===== src/hdl/fsnl_pkg.sv =====
// Shared types and constants for the 8.3 short-name directory lookup.
// No dependencies; every other file in hdl/ imports this package.
package fsnl_pkg;

	localparam int NAME_LEN    = 11;
	localparam int EXT_POS     = 8;
	localparam logic [7:0] PAD_CHAR   = 8'h20;
	localparam logic [7:0] DOT_CHAR   = 8'h2E;
	localparam logic [7:0] LOWER_A    = 8'h61;
	localparam logic [7:0] LOWER_Z    = 8'h7A;
	localparam logic [7:0] CASE_DELTA = 8'h20;

	localparam logic [15:0] MAX_ENTRIES_RST = 16'd224;
	localparam logic [7:0]  SKIP_ATTR_RST   = 8'h18;

	localparam int QUEUE_DEPTH = 2;

	typedef enum logic [1:0] {
		ACT_CLEAR = 2'd0,
		ACT_CHAR  = 2'd1,
		ACT_ENTRY = 2'd2,
		ACT_RSVD  = 2'd3
	} action_t;

	typedef enum logic [2:0] {
		ST_NONE  = 3'd0,
		ST_MATCH = 3'd1,
		ST_END   = 3'd2,
		ST_LONG  = 3'd3,
		ST_LIMIT = 3'd4
	} status_t;

	typedef enum logic {
		REG_MAX_ENTRIES = 1'b0,
		REG_SKIP_ATTR   = 1'b1
	} reg_idx_t;

	// Classified item as it travels from front to back.
	typedef struct packed {
		action_t     op;
		logic [7:0]  ch;       // already folded to upper case
		logic        ch_dot;
		logic        ch_zero;
		logic [63:0] head;
		logic [23:0] tail;
		logic [7:0]  attr;
	} item_t;

	typedef struct packed {
		logic [15:0] max_entries;
		logic [7:0]  skip_attr_mask;
	} cfg_t;

endpackage


===== src/hdl/fat_short_name_lookup_core.sv =====
// Top level of the FAT 8.3 short-name directory lookup.
// Depends on fsnl_pkg, fsnl_front, fsnl_queue and fsnl_back.
//
// Usage:
//   Input channel (in_valid/in_ready) carries one item per handshake: a
//   query start (action 0), one query name character (action 1) or one
//   directory entry (action 2). Action 3 is accepted and dropped.
//   Characters are folded to upper case into an 11-byte space-padded name;
//   a dot at position 8 or earlier jumps to the extension field.
//   Every directory entry produces exactly one item on the output channel
//   (out_valid/out_ready) with a status and an entry index; once a match,
//   end marker, too-long query or limit is decided, later entries repeat it.
//   An accepted entry first waits in the queue and loads the result register
//   as it leaves the queue, which needs the result slot free (no held
//   result, or out_ready high); the result is then shown on out_valid.
//   Throughput: one item per cycle while the result is not stalled, set by the
//   combinational 88-bit name compare in the back end.
//   A stalled output holds its result; the two-entry queue keeps accepting
//   until full, and characters and query starts drain past a stalled result.
//   Reset clears the query to spaces, all counters and the decision, and
//   loads max_entries = 224 and skip_attr_mask = 0x18.
//   APB registers: 0x0 max_entries, 0x4 skip_attr_mask; write only while idle.
module fat_short_name_lookup_core import fsnl_pkg::*; #(
	parameter int INDEX_BITS = 16
) (
	input  logic        clk,
	input  logic        arst_n,
	// input item channel
	input  logic        in_valid,
	output logic        in_ready,
	input  logic [1:0]  action,
	input  logic [7:0]  name_char,
	input  logic [63:0] entry_name_head,
	input  logic [23:0] entry_name_tail,
	input  logic [7:0]  entry_attr,
	// result item channel
	output logic        out_valid,
	input  logic        out_ready,
	output logic [2:0]  status,
	output logic [15:0] entry_index,
	// configuration port
	input  logic        psel,
	input  logic        penable,
	input  logic        pwrite,
	input  logic [2:0]  paddr,
	input  logic [31:0] pwdata,
	output logic [31:0] prdata,
	output logic        pready
);

	cfg_t     cfg_q;
	reg_idx_t reg_idx;
	logic     cfg_wr;

	logic  q_full;
	logic  push;
	item_t push_item;
	logic  q_valid;
	logic  q_pop;
	item_t q_item;

	// Register file: word address selects the register, byte offset ignored.
	assign pready  = 1'b1;
	assign reg_idx = reg_idx_t'(paddr[2]);
	assign cfg_wr  = psel && penable && pwrite;

	always_ff @(posedge clk or negedge arst_n) begin
		if (!arst_n) begin
			cfg_q.max_entries    <= MAX_ENTRIES_RST;
			cfg_q.skip_attr_mask <= SKIP_ATTR_RST;
		end else if (cfg_wr) begin
			case (reg_idx)
				REG_MAX_ENTRIES: cfg_q.max_entries    <= pwdata[15:0];
				REG_SKIP_ATTR:   cfg_q.skip_attr_mask <= pwdata[7:0];
				default: begin
				end
			endcase
		end
	end

	always_comb begin
		case (reg_idx)
			REG_MAX_ENTRIES: prdata = 32'(cfg_q.max_entries);
			REG_SKIP_ATTR:   prdata = 32'(cfg_q.skip_attr_mask);
			default:         prdata = '0;
		endcase
	end

	// Front: classify and fold case, drop reserved actions.
	fsnl_front u_front (
		.in_valid        (in_valid),
		.in_ready        (in_ready),
		.action          (action),
		.name_char       (name_char),
		.entry_name_head (entry_name_head),
		.entry_name_tail (entry_name_tail),
		.entry_attr      (entry_attr),
		.q_full          (q_full),
		.push            (push),
		.push_item       (push_item)
	);

	// Queue: decouple the input handshake from result back-pressure.
	fsnl_queue u_queue (
		.clk       (clk),
		.arst_n    (arst_n),
		.push      (push),
		.push_item (push_item),
		.full      (q_full),
		.pop       (q_pop),
		.valid     (q_valid),
		.pop_item  (q_item)
	);

	// Back: hold the query and search state, drive the result register.
	fsnl_back #(
		.INDEX_BITS (INDEX_BITS)
	) u_back (
		.clk         (clk),
		.arst_n      (arst_n),
		.cfg         (cfg_q),
		.q_valid     (q_valid),
		.q_item      (q_item),
		.q_pop       (q_pop),
		.out_valid   (out_valid),
		.out_ready   (out_ready),
		.status      (status),
		.entry_index (entry_index)
	);

endmodule


===== src/hdl/fsnl_front.sv =====
// Front end of the lookup: takes input items, classifies them and folds case.
// Depends on fsnl_pkg.
module fsnl_front import fsnl_pkg::*; (
	input  logic        in_valid,
	output logic        in_ready,
	input  logic [1:0]  action,
	input  logic [7:0]  name_char,
	input  logic [63:0] entry_name_head,
	input  logic [23:0] entry_name_tail,
	input  logic [7:0]  entry_attr,
	input  logic        q_full,
	output logic        push,
	output item_t       push_item
);

	action_t op;

	always_comb begin
		op                 = action_t'(action);
		push_item.op       = op;
		push_item.ch_dot   = (name_char == DOT_CHAR);
		push_item.ch_zero  = (name_char == 8'h00);
		if ((name_char >= LOWER_A) && (name_char <= LOWER_Z)) begin
			push_item.ch = name_char - CASE_DELTA;
		end else begin
			push_item.ch = name_char;
		end
		push_item.head = entry_name_head;
		push_item.tail = entry_name_tail;
		push_item.attr = entry_attr;
	end

	assign in_ready = !q_full;
	// drop reserved actions here; they never reach the back end
	assign push     = in_valid && !q_full && (op != ACT_RSVD);

endmodule


===== src/hdl/fsnl_queue.sv =====
// Short item queue between the front and back ends of the lookup.
// Depends on fsnl_pkg.
module fsnl_queue import fsnl_pkg::*; (
	input  logic  clk,
	input  logic  arst_n,
	input  logic  push,
	input  item_t push_item,
	output logic  full,
	input  logic  pop,
	output logic  valid,
	output item_t pop_item
);

	localparam int PTR_W = (QUEUE_DEPTH > 1) ? $clog2(QUEUE_DEPTH) : 1;
	localparam int CNT_W = $clog2(QUEUE_DEPTH + 1);
	localparam logic [PTR_W-1:0] LAST_PTR = PTR_W'(QUEUE_DEPTH - 1);
	localparam logic [CNT_W-1:0] DEPTH_CNT = CNT_W'(QUEUE_DEPTH);

	item_t            mem_q [QUEUE_DEPTH];
	logic [PTR_W-1:0] wr_ptr_q;
	logic [PTR_W-1:0] rd_ptr_q;
	logic [CNT_W-1:0] count_q;

	assign full     = (count_q == DEPTH_CNT);
	assign valid    = (count_q != '0);
	assign pop_item = mem_q[rd_ptr_q];

	always_ff @(posedge clk) begin
		if (push) begin
			mem_q[wr_ptr_q] <= push_item;
		end
	end

	always_ff @(posedge clk or negedge arst_n) begin
		if (!arst_n) begin
			wr_ptr_q <= '0;
			rd_ptr_q <= '0;
			count_q  <= '0;
		end else begin
			if (push) begin
				wr_ptr_q <= (wr_ptr_q == LAST_PTR) ? '0 : wr_ptr_q + 1'b1;
			end
			if (pop) begin
				rd_ptr_q <= (rd_ptr_q == LAST_PTR) ? '0 : rd_ptr_q + 1'b1;
			end
			case ({push, pop})
				2'b10:   count_q <= count_q + 1'b1;
				2'b01:   count_q <= count_q - 1'b1;
				default: count_q <= count_q;
			endcase
		end
	end

endmodule


===== src/hdl/fsnl_back.sv =====
// Back end of the lookup: query name assembly, entry search and result register.
// Depends on fsnl_pkg.
module fsnl_back import fsnl_pkg::*; #(
	parameter int INDEX_BITS = 16
) (
	input  logic        clk,
	input  logic        arst_n,
	input  cfg_t        cfg,
	input  logic        q_valid,
	input  item_t       q_item,
	output logic        q_pop,
	output logic        out_valid,
	input  logic        out_ready,
	output logic [2:0]  status,
	output logic [15:0] entry_index
);

	logic [7:0]            query_q [NAME_LEN];
	logic [3:0]            wpos_q;
	logic                  too_long_q;
	logic [INDEX_BITS-1:0] count_q;
	logic                  decided_q;
	status_t               fstat_q;
	logic [INDEX_BITS-1:0] findex_q;
	logic                  out_valid_q;
	status_t               out_status_q;
	logic [INDEX_BITS-1:0] out_index_q;

	logic [8*NAME_LEN-1:0] query_flat;
	logic                  is_entry;
	logic                  out_free;
	logic                  name_eq;
	logic                  decide;
	status_t               new_status;

	always_comb begin
		for (int k = 0; k < NAME_LEN; k++) begin
			query_flat[8*k +: 8] = query_q[k];
		end
	end

	assign is_entry = (q_item.op == ACT_ENTRY);
	assign out_free = !out_valid_q || out_ready;
	// non-entry items need no result slot
	assign q_pop    = q_valid && (!is_entry || out_free);
	assign name_eq  = ({q_item.tail, q_item.head} == query_flat);

	always_comb begin
		decide     = 1'b1;
		new_status = ST_NONE;
		if (too_long_q) begin
			new_status = ST_LONG;
		end else if ((16'(count_q) >= cfg.max_entries) || (count_q == '1)) begin
			new_status = ST_LIMIT;
		end else if (q_item.head[7:0] == 8'h00) begin
			new_status = ST_END;
		end else if (((q_item.attr & cfg.skip_attr_mask) == 8'h00) && name_eq) begin
			new_status = ST_MATCH;
		end else begin
			decide = 1'b0;
		end
	end

	always_ff @(posedge clk or negedge arst_n) begin
		if (!arst_n) begin
			for (int k = 0; k < NAME_LEN; k++) begin
				query_q[k] <= PAD_CHAR;
			end
			wpos_q      <= '0;
			too_long_q  <= 1'b0;
			count_q     <= '0;
			decided_q   <= 1'b0;
			fstat_q     <= ST_NONE;
			findex_q    <= '0;
			out_valid_q <= 1'b0;
		end else begin
			if (q_pop && is_entry) begin
				out_valid_q <= 1'b1;
			end else if (out_ready) begin
				out_valid_q <= 1'b0;
			end
			if (q_pop) begin
				case (q_item.op)
					ACT_CLEAR: begin
						for (int k = 0; k < NAME_LEN; k++) begin
							query_q[k] <= PAD_CHAR;
						end
						wpos_q     <= '0;
						too_long_q <= 1'b0;
						count_q    <= '0;
						decided_q  <= 1'b0;
						fstat_q    <= ST_NONE;
						findex_q   <= '0;
					end
					ACT_CHAR: begin
						if (!q_item.ch_zero && !too_long_q) begin
							if (wpos_q >= 4'(NAME_LEN)) begin
								too_long_q <= 1'b1;
							end else if (q_item.ch_dot && (wpos_q <= 4'(EXT_POS))) begin
								wpos_q <= 4'(EXT_POS);
							end else begin
								for (int k = 0; k < NAME_LEN; k++) begin
									if (wpos_q == 4'(k)) begin
										query_q[k] <= q_item.ch;
									end
								end
								wpos_q <= wpos_q + 4'd1;
							end
						end
					end
					ACT_ENTRY: begin
						if (!decided_q && decide) begin
							decided_q <= 1'b1;
							fstat_q   <= new_status;
							findex_q  <= count_q;
						end else if (!decided_q) begin
							count_q <= count_q + 1'b1;
						end
					end
					default: begin
					end
				endcase
			end
		end
	end

	// result payload, loaded with the entry that takes the slot
	always_ff @(posedge clk) begin
		if (q_pop && is_entry) begin
			if (decided_q) begin
				out_status_q <= fstat_q;
				out_index_q  <= findex_q;
			end else begin
				out_status_q <= new_status;
				out_index_q  <= count_q;
			end
		end
	end

	assign out_valid   = out_valid_q;
	assign status      = out_status_q;
	assign entry_index = 16'(out_index_q);

endmodule

===== config.mk =====
export PLATFORM = sky130hd
export DESIGN_NAME = fat_short_name_lookup_core
export DESIGN_NICKNAME = d
export VERILOG_FILES = /design/src/hdl/fsnl_pkg.sv /design/src/hdl/fat_short_name_lookup_core.sv /design/src/hdl/fsnl_front.sv /design/src/hdl/fsnl_queue.sv /design/src/hdl/fsnl_back.sv
export SDC_FILE = /design/constraint.sdc
export NUM_CORES = 1
export LEC_CHECK = 0
export BUFFER_PORTS_ARGS = -buffer_cell sky130_fd_sc_hd__buf_4
export CAP_MARGIN = 40
export CORE_MARGIN = 2
export CORE_UTILIZATION = 40
export DETAILED_ROUTE_END_ITERATION = 8
export GPL_TIMING_DRIVEN = 0
export SETUP_SLACK_MARGIN = 0.1
export SYNTH_ARGS = -nofsm -noshare
export SYNTH_HDL_FRONTEND = slang
export SYNTH_SLANG_ARGS = --single-unit

===== constraint.sdc =====
create_clock -name clk -period 8.2 [get_ports clk]
set_clock_uncertainty 0.1 [all_clocks]
set_input_delay 0 -clock clk [delete_from_list [all_inputs] [get_ports clk]]
set_output_delay 0 -clock clk [all_outputs]
set_load 0.1 [all_outputs]

**Yosys cells after proc, flatten, opt, wreduce, memory -nomap -nowiden**

Memory sizes are Yosys's and may differ from the RTL's.
Cells that the tools add are included.

- $add $sub $neg: 7
- $mul: 0
- Divide/modulo/power cells: 0
- Order comparisons: 5
- Equal/unequal tests: 37
- Shifts and indexed selects: 0
- Multiplexer cells: 50
- Bitwise operators: 2
- Reduce and logical (&&, ||, !) cells: 47

Operators by type and width:

| operator | count |
|---|---|
| $mux W88 | 3 |
| $pmux W88 S2 | 1 |
| $mux W8 | 12 |
| $eq A88 B88 Y1 | 1 |
| $reduce_and A6 Y1 | 11 |
| $mux W16 | 4 |
| $pmux W16 S2 | 2 |
| $pmux W32 S2 | 1 |
| $ne A2 B1 Y1 const B | 13 |
| $logic_not A8 Y1 | 3 |
| $add A16 B1 Y16 const B | 1 |
| $eq A16 B16 Y1 const B | 1 |
| $eq A4 B3 Y1 const B | 4 |
| $ge A16 B16 Y1 | 1 |
| $mux W3 | 5 |
| $mux W1 | 14 |
| $eq A4 B4 Y1 const B | 3 |
| $mux W4 | 3 |
| $ne A2 B2 Y1 const B | 6 |
| $reduce_and A4 Y1 | 3 |
| $logic_and A1 B1 Y1 | 11 |
| $reduce_bool A2 Y1 | 5 |
| $and A8 B8 Y8 | 1 |
| $eq A4 B2 Y1 const B | 2 |
| other kinds (24) | 37 |

- Bits in registers: 177
- Bits in latches: 0
- RAM bits: 216
- Bits in read-only memories: 0
- Output and inout port bits: 54
- Memories: 1

Memory list:

| name | words | width | read ports | clocked after memory_dff | write ports | RTL line | RTL |
|---|---|---|---|---|---|---|---|
| u_queue.mem_q | 2 | 108 | 1 | 0 | 1 | fsnl_queue.sv:19 | `item_t mem_q [QUEUE_DEPTH];` |

**Depth between registers and ports, before layout**

An unclocked memory read counts as a cell.

- Depth in word-level cells: 11
- Mapped depth: 13
- Depth with buffers taken out: 10

**Hierarchy**

A second synthesis with hierarchy kept.

- Cell total of the unflattened synthesis: 1307
- Area total of the unflattened synthesis: 17845.9 um2

By module, submodules not included:

| module | instances | cells each | area each (um2) | sequential area each (um2) |
|---|---|---|---|---|
| fsnl_queue | 1 | 352 | 8005.2 | 6586.3 |
| fsnl_back | 1 | 745 | 7687.4 | 3837.4 |
| fat_short_name_lookup_core | 1 | 88 | 1253.7 | 606.8 |
| fsnl_front | 1 | 122 | 899.6 | 0.0 |

**Least setup slack after synthesis**

Ideal clock, no wire load.

- Kind: register to register
- Start point: register u_queue.count_q[0]
- End point: memory u_queue.mem_q[0][0] (netlist name), enable pin
- Setup time: 577 ps
- Arrival: 6110 ps
- Data required time: 7523 ps
- Path slack: 1413 ps
- Stages on the path, launching flop included: 4
- Period minus slack after synthesis: 6787 ps
- Path through: dfrtp_1 -> nand2b_1 -> nand3_1 -> nor2_1

- Word-level cells in the longest chain between the ends: 6

Ends and longest elaborated chain:

| what | RTL line | RTL |
|---|---|---|
| start: declaration | fsnl_queue.sv:22 | `logic [CNT_W-1:0] count_q;` |
| start signal: assignment | fsnl_queue.sv:47 | `2'b10: count_q <= count_q + 1'b1;` |
| start signal: assignment | fsnl_queue.sv:48 | `2'b01: count_q <= count_q - 1'b1;` |
| start signal: assignment | fsnl_queue.sv:49 | `default: count_q <= count_q;` |
| $eq A2 B2 Y1 | fsnl_queue.sv:24 | `assign full = (count_q == DEPTH_CNT);` |
| $logic_not A1 Y1 | n/a |  |
| named net in_ready | fat_short_name_lookup_core.sv:30 | `output logic in_ready,` |
| $logic_and A1 B1 Y1 (2 in a row) | fsnl_front.sv:35 | `assign push = in_valid && !q_full && (op != ACT_RSVD);` |
| $mux W1 | fsnl_queue.sv:29 | `if (push) begin` |
| $mux W1 (implied by the code) | fsnl_queue.sv:30 | `mem_q[wr_ptr_q] <= push_item;` |
| end: declaration | fsnl_queue.sv:19 |  |

The timed path passes the listed nets, and every way through them passes these cells.

**Worst setup path in the final report**

- Start point: register u_queue.rd_ptr_q
- End point: register u_back.findex_q[2]

- Word-level cells in the longest chain between the ends: 11
- Elaborated cells between the ends (all ways): 20

Ends and longest elaborated chain:

| what | RTL line | RTL |
|---|---|---|
| start: declaration | fsnl_queue.sv:21 | `logic [PTR_W-1:0] rd_ptr_q;` |
| start signal: assignment | fsnl_queue.sv:44 | `rd_ptr_q <= (rd_ptr_q == LAST_PTR) ? '0 : rd_ptr_q + 1'b1;` |
| $mem_v2 Z2 W108 (*) | n/a |  |
| parallel branches: the longest is 10 deep, another holds $eq A88 B88 Y1 | n/a |  |
| end signal: assignment | fsnl_back.sv:115 | `findex_q <= count_q;` |
| end: declaration | fsnl_back.sv:24 | `logic [INDEX_BITS-1:0] findex_q;` |

Every way passes the cells marked *.
A chain may end at the register's enable or synchronous reset.

==> impl_metrics.toml <==
[synth]
synth_area_mm2 = 0.0169
avgSynthCellArea_um2 = 14.7
synth_top_area_share_pct = 41.8
synth_area_leaders = "edfxtp_1 (42%), dfrtp_1 (21%), mux2_2 (8.3%)"
synth_ff_type = "edfxtp_1"
ys_seq_area_share_pct = 65.3
synth-async-reset-ratio_pct = 40.2
synth_seq_cells = 393
synth_edf_count = 235
syn-instance-count = 1146
synth_top_cell_by_area = "edfxtp_1"
ys_warn_count = 0
synth_cell_types = 58

[timing]
max_slew_margin_pct = 41.7
period_share_pct = 49.5
fin_crit_ns = 4.06
setup_tns_ns = 0
setup_viol = 0
grt_setup_unrepaired = "false"
hold_viol = 0
layout_setup_ws_ns = 4.14
slew_viol_final = 0
tightest_slew_ns = 0.875
fmax_ghz = 0.246

[min_path]
holdPathStages = 3
hold_class = "in -> reg"
hp-start = "pwrite"
worstHoldEndpoint = "cfg_q[10]"

[power_and_ir_drop]
power_leakage_nw = 8.97
ir_worst_vdd_mv = 0.173
power_density_mw_per_mm2 = 330
totalPowerFinal_mw = 7.19

[setup_path]
setup.worst_path.class = "reg -> reg"
worstPathArrival_ns = 4.40
setup.worst_path.end_class = "flop"
slowest_delay_ns = 0.57
timing.rr.end = "u_back.findex_q[2]"
required_ns = 8.54
reg2reg_from = "u_queue.rd_ptr_q"
worst_setup_path_start_kind = "flop"
rrSetupSlack_ns = 4.14
crit_slowest_cell = "nor4_4"
path_buf_inv = 4
crit_chain = "buf_6 -> buf_2 -> mux2i_1 -> o22ai_1 -> nor4_1 -> nand4_1 -> nor4_4 -> nand2_2 -> a21bo_1 -> buf_2 -> buf_6 -> a32o_1"
cpLargestDelayFamily = "simple AND/OR/NAND/NOR gates"
crit_path_max_fanout = 10
reg2regPathDepth = 12

[final_layout]
drive_gt1_share_pct = 28.2
area_growth_pct = 29.0
n_antenna_cell = 0
final_nets = 1684
fillCellCount = 3539
finalNonFillerCells = 2086

[floorplan]
core-area_mm2 = 0.0419
die_x_um = 210
initial_utilization_pct = 40.4
die_h_um = 210
die_area_mm2 = 0.0439
num_rows = 75
ioPinCount = 202

[global_routing]
grt-ovfl-total = 0
antenna_found_initial = 0
grt_pass1_wl_um = 64600
grt_max_degree = 116
grt_pass1_vias = 11100
grt_use_total_pct = 19.6

[placement]
place_inst = 1879
dp_slack_ns = 4.20
gp_congestion = 0.820
portBuffers = 165
dp_hpwl_um = 28800

[clocking]
cts_num_sinks = 393
cts_buffers = 43
cts.reportedPaths.clkPinSlew_ns = 0.06
clk_latency_ns = 0.57
clockRootBuffer = "clkbuf_16"
cts_buffer_depth = 3
cts_tree = "built"
htree_num_levels = 2
postCtsResizedCells = 0

[run_status]
status = "finished, final reports clean"

[detailed_routing]
drt_iter0_drc = 592
firstDrtPassIters = 4
vias_per_cell = 5.07
ant_nets = 0
drt-total-wl_um = 42300
vias = 10600
wl_per_cell_um = 20.3
drc_errors = 0

[job]
cap_violations = 0
[where the power goes]
| group | internal (mW) | switching (mW) | total [mW] |
|---|---|---|---|
| Clock | 1.01 | 0.787 | 1.80 |
| Sequential | 2.62 | 0.233 | 2.86 |
| Combinational | 1.03 | 1.51 | 2.53 |
| Total | 4.66 | 2.53 | 7.19 |
[how the worst max path moves through the flow]
stage	startpoint	to	depth (start not counted)
2_1_floorplan	u_queue.count_q[0]	u_queue.mem_q[0][0]	3
3_3_place_gp	u_queue.count_q[0]	u_queue.mem_q[0][78]	3
3_5_place_dp	u_queue.rd_ptr_q	u_back.findex_q[2]	11
4_1_cts	u_queue.rd_ptr_q	u_back.findex_q[2]	11
5_1_grt	u_queue.rd_ptr_q	u_back.findex_q[0]	11
6_report	u_queue.rd_ptr_q	u_back.findex_q[2]	12
[repair_timing]
item | CTS | global route
setup endpoints to repair | 0 | 0
setup buffers | 0 | 0
hold buffers | 128 | 0
hold endpoints to repair | 391 | 0
[layout by cell type (no fill, tap or decap), types with 8 or more instances in the layout]
cell type and n:
a32o_1 18, clkbuf_16 43, nor4_1 22, or3_1 9
edfxtp_1 235, nor2_1 40, a21oi_1 44, ha_1 23
nand3_1 9, clkbuf_1 32, o21ai_0 28, dlygate4sd3_1 127
buf_4 185, mux2_2 125, buf_6 9, clkinv_2 14
nand2_1 33, buf_16 8, nand4_1 12, xnor2_1 81
dfstp_2 16, conb_1 17, inv_1 31, and3_1 9
buf_2 12, o21a_1 14, dfrtp_1 142, mux2i_1 96
[kinds of logic after synthesis]
family,count (synthesis),synth area share [%]
xor gates and xnor gates,86,4.46
DFF,393,65.3
and+or+nand+nor,174,5.53
adders and majority gates,23,1.70
AOI/OAI and AO/OA,150,5.95
buffers and inverters,97,3.00
muxes,221,14.0
other,2,0.0445
[per-stage QoR]
| stage | util, % | instance area [um2] | hold slack (ns) |
|---|---|---|---|
| floorplan | - | 17000 | -0.396 |
| global placement | 45.1 | 18900 | 0.0847 |
| detailed placement | 45.8 | 19200 | -0.183 |
| CTS | 52.1 | 21800 | 0.000431 |
| global route | 52.1 | 21800 | 0.0454 |
| finish | 52.1 | 21800 | 0.0188 |
[sequential cells by signal (all words and copies together) (netlist names), 2 cells and up]
signal and flops:
u_back.count_q 16, u_back.status 3, cfg_q 24, u_back.fstat_q 3
u_queue.mem_q 216, u_back.entry_index 16, u_back.wpos_q 4, u_back.query_flat 88
u_back.findex_q 16, u_queue.count_q 2
[worst register-to-register path: stages (launching register included)]
cell and delay, ns:
dfrtp_1 0.33, buf_6 0.16, buf_2 0.45, mux2i_1 0.35, o22ai_1 0.13, nor4_1 0.45
nand4_1 0.34, nor4_4 0.58, nand2_2 0.22, a21bo_1 0.21, buf_2 0.19, buf_6 0.17
a32o_1 0.25
[synth_stat cells (all sizes together) (2+ instances only)]
master     n
edfxtp   235
dfrtp    142
mux2     125
mux2i     96
xnor2     81
a21oi     45
buf       42
nor2      42
nand2     34
inv       31
o21ai     28
clkbuf    24
ha        23
nor4      23
a32o      18
dfstp     16
o21a      14
nand4     12
nor3      10
and3       9
nand3      9
or3        9
nand2b     7
o22ai      7
a21o       5
a221oi     5
a31oi      5
and4       5
nor2b      5
xor2       5
and2       4
a211o      3
a41oi      3
a211oi     2
a32oi      2
conb       2
o2bb2ai    2
o31ai      2
or4        2
[routing by layer]
metal	track usage (%)	wire, um
met5	0	0
met4	6.29	1000
met3	2.77	1540
met2	34.3	21300
met1	25.1	18400
[final cells by class]
class                   count  area, um2  share of cell area [%]
flip-flops and latches    393      11000                    50.6
inverters                  31        116                   0.534
multi-input cells         671       5430                    24.9
plain buffers              66        390                    1.79
clock inverters            27        183                   0.838
well taps                 539        674                    3.10
clock buffers              52       1120                    5.14
repair buffers            307       2850                    13.1
Note: power is estimated with default switching activity, not from simulation.
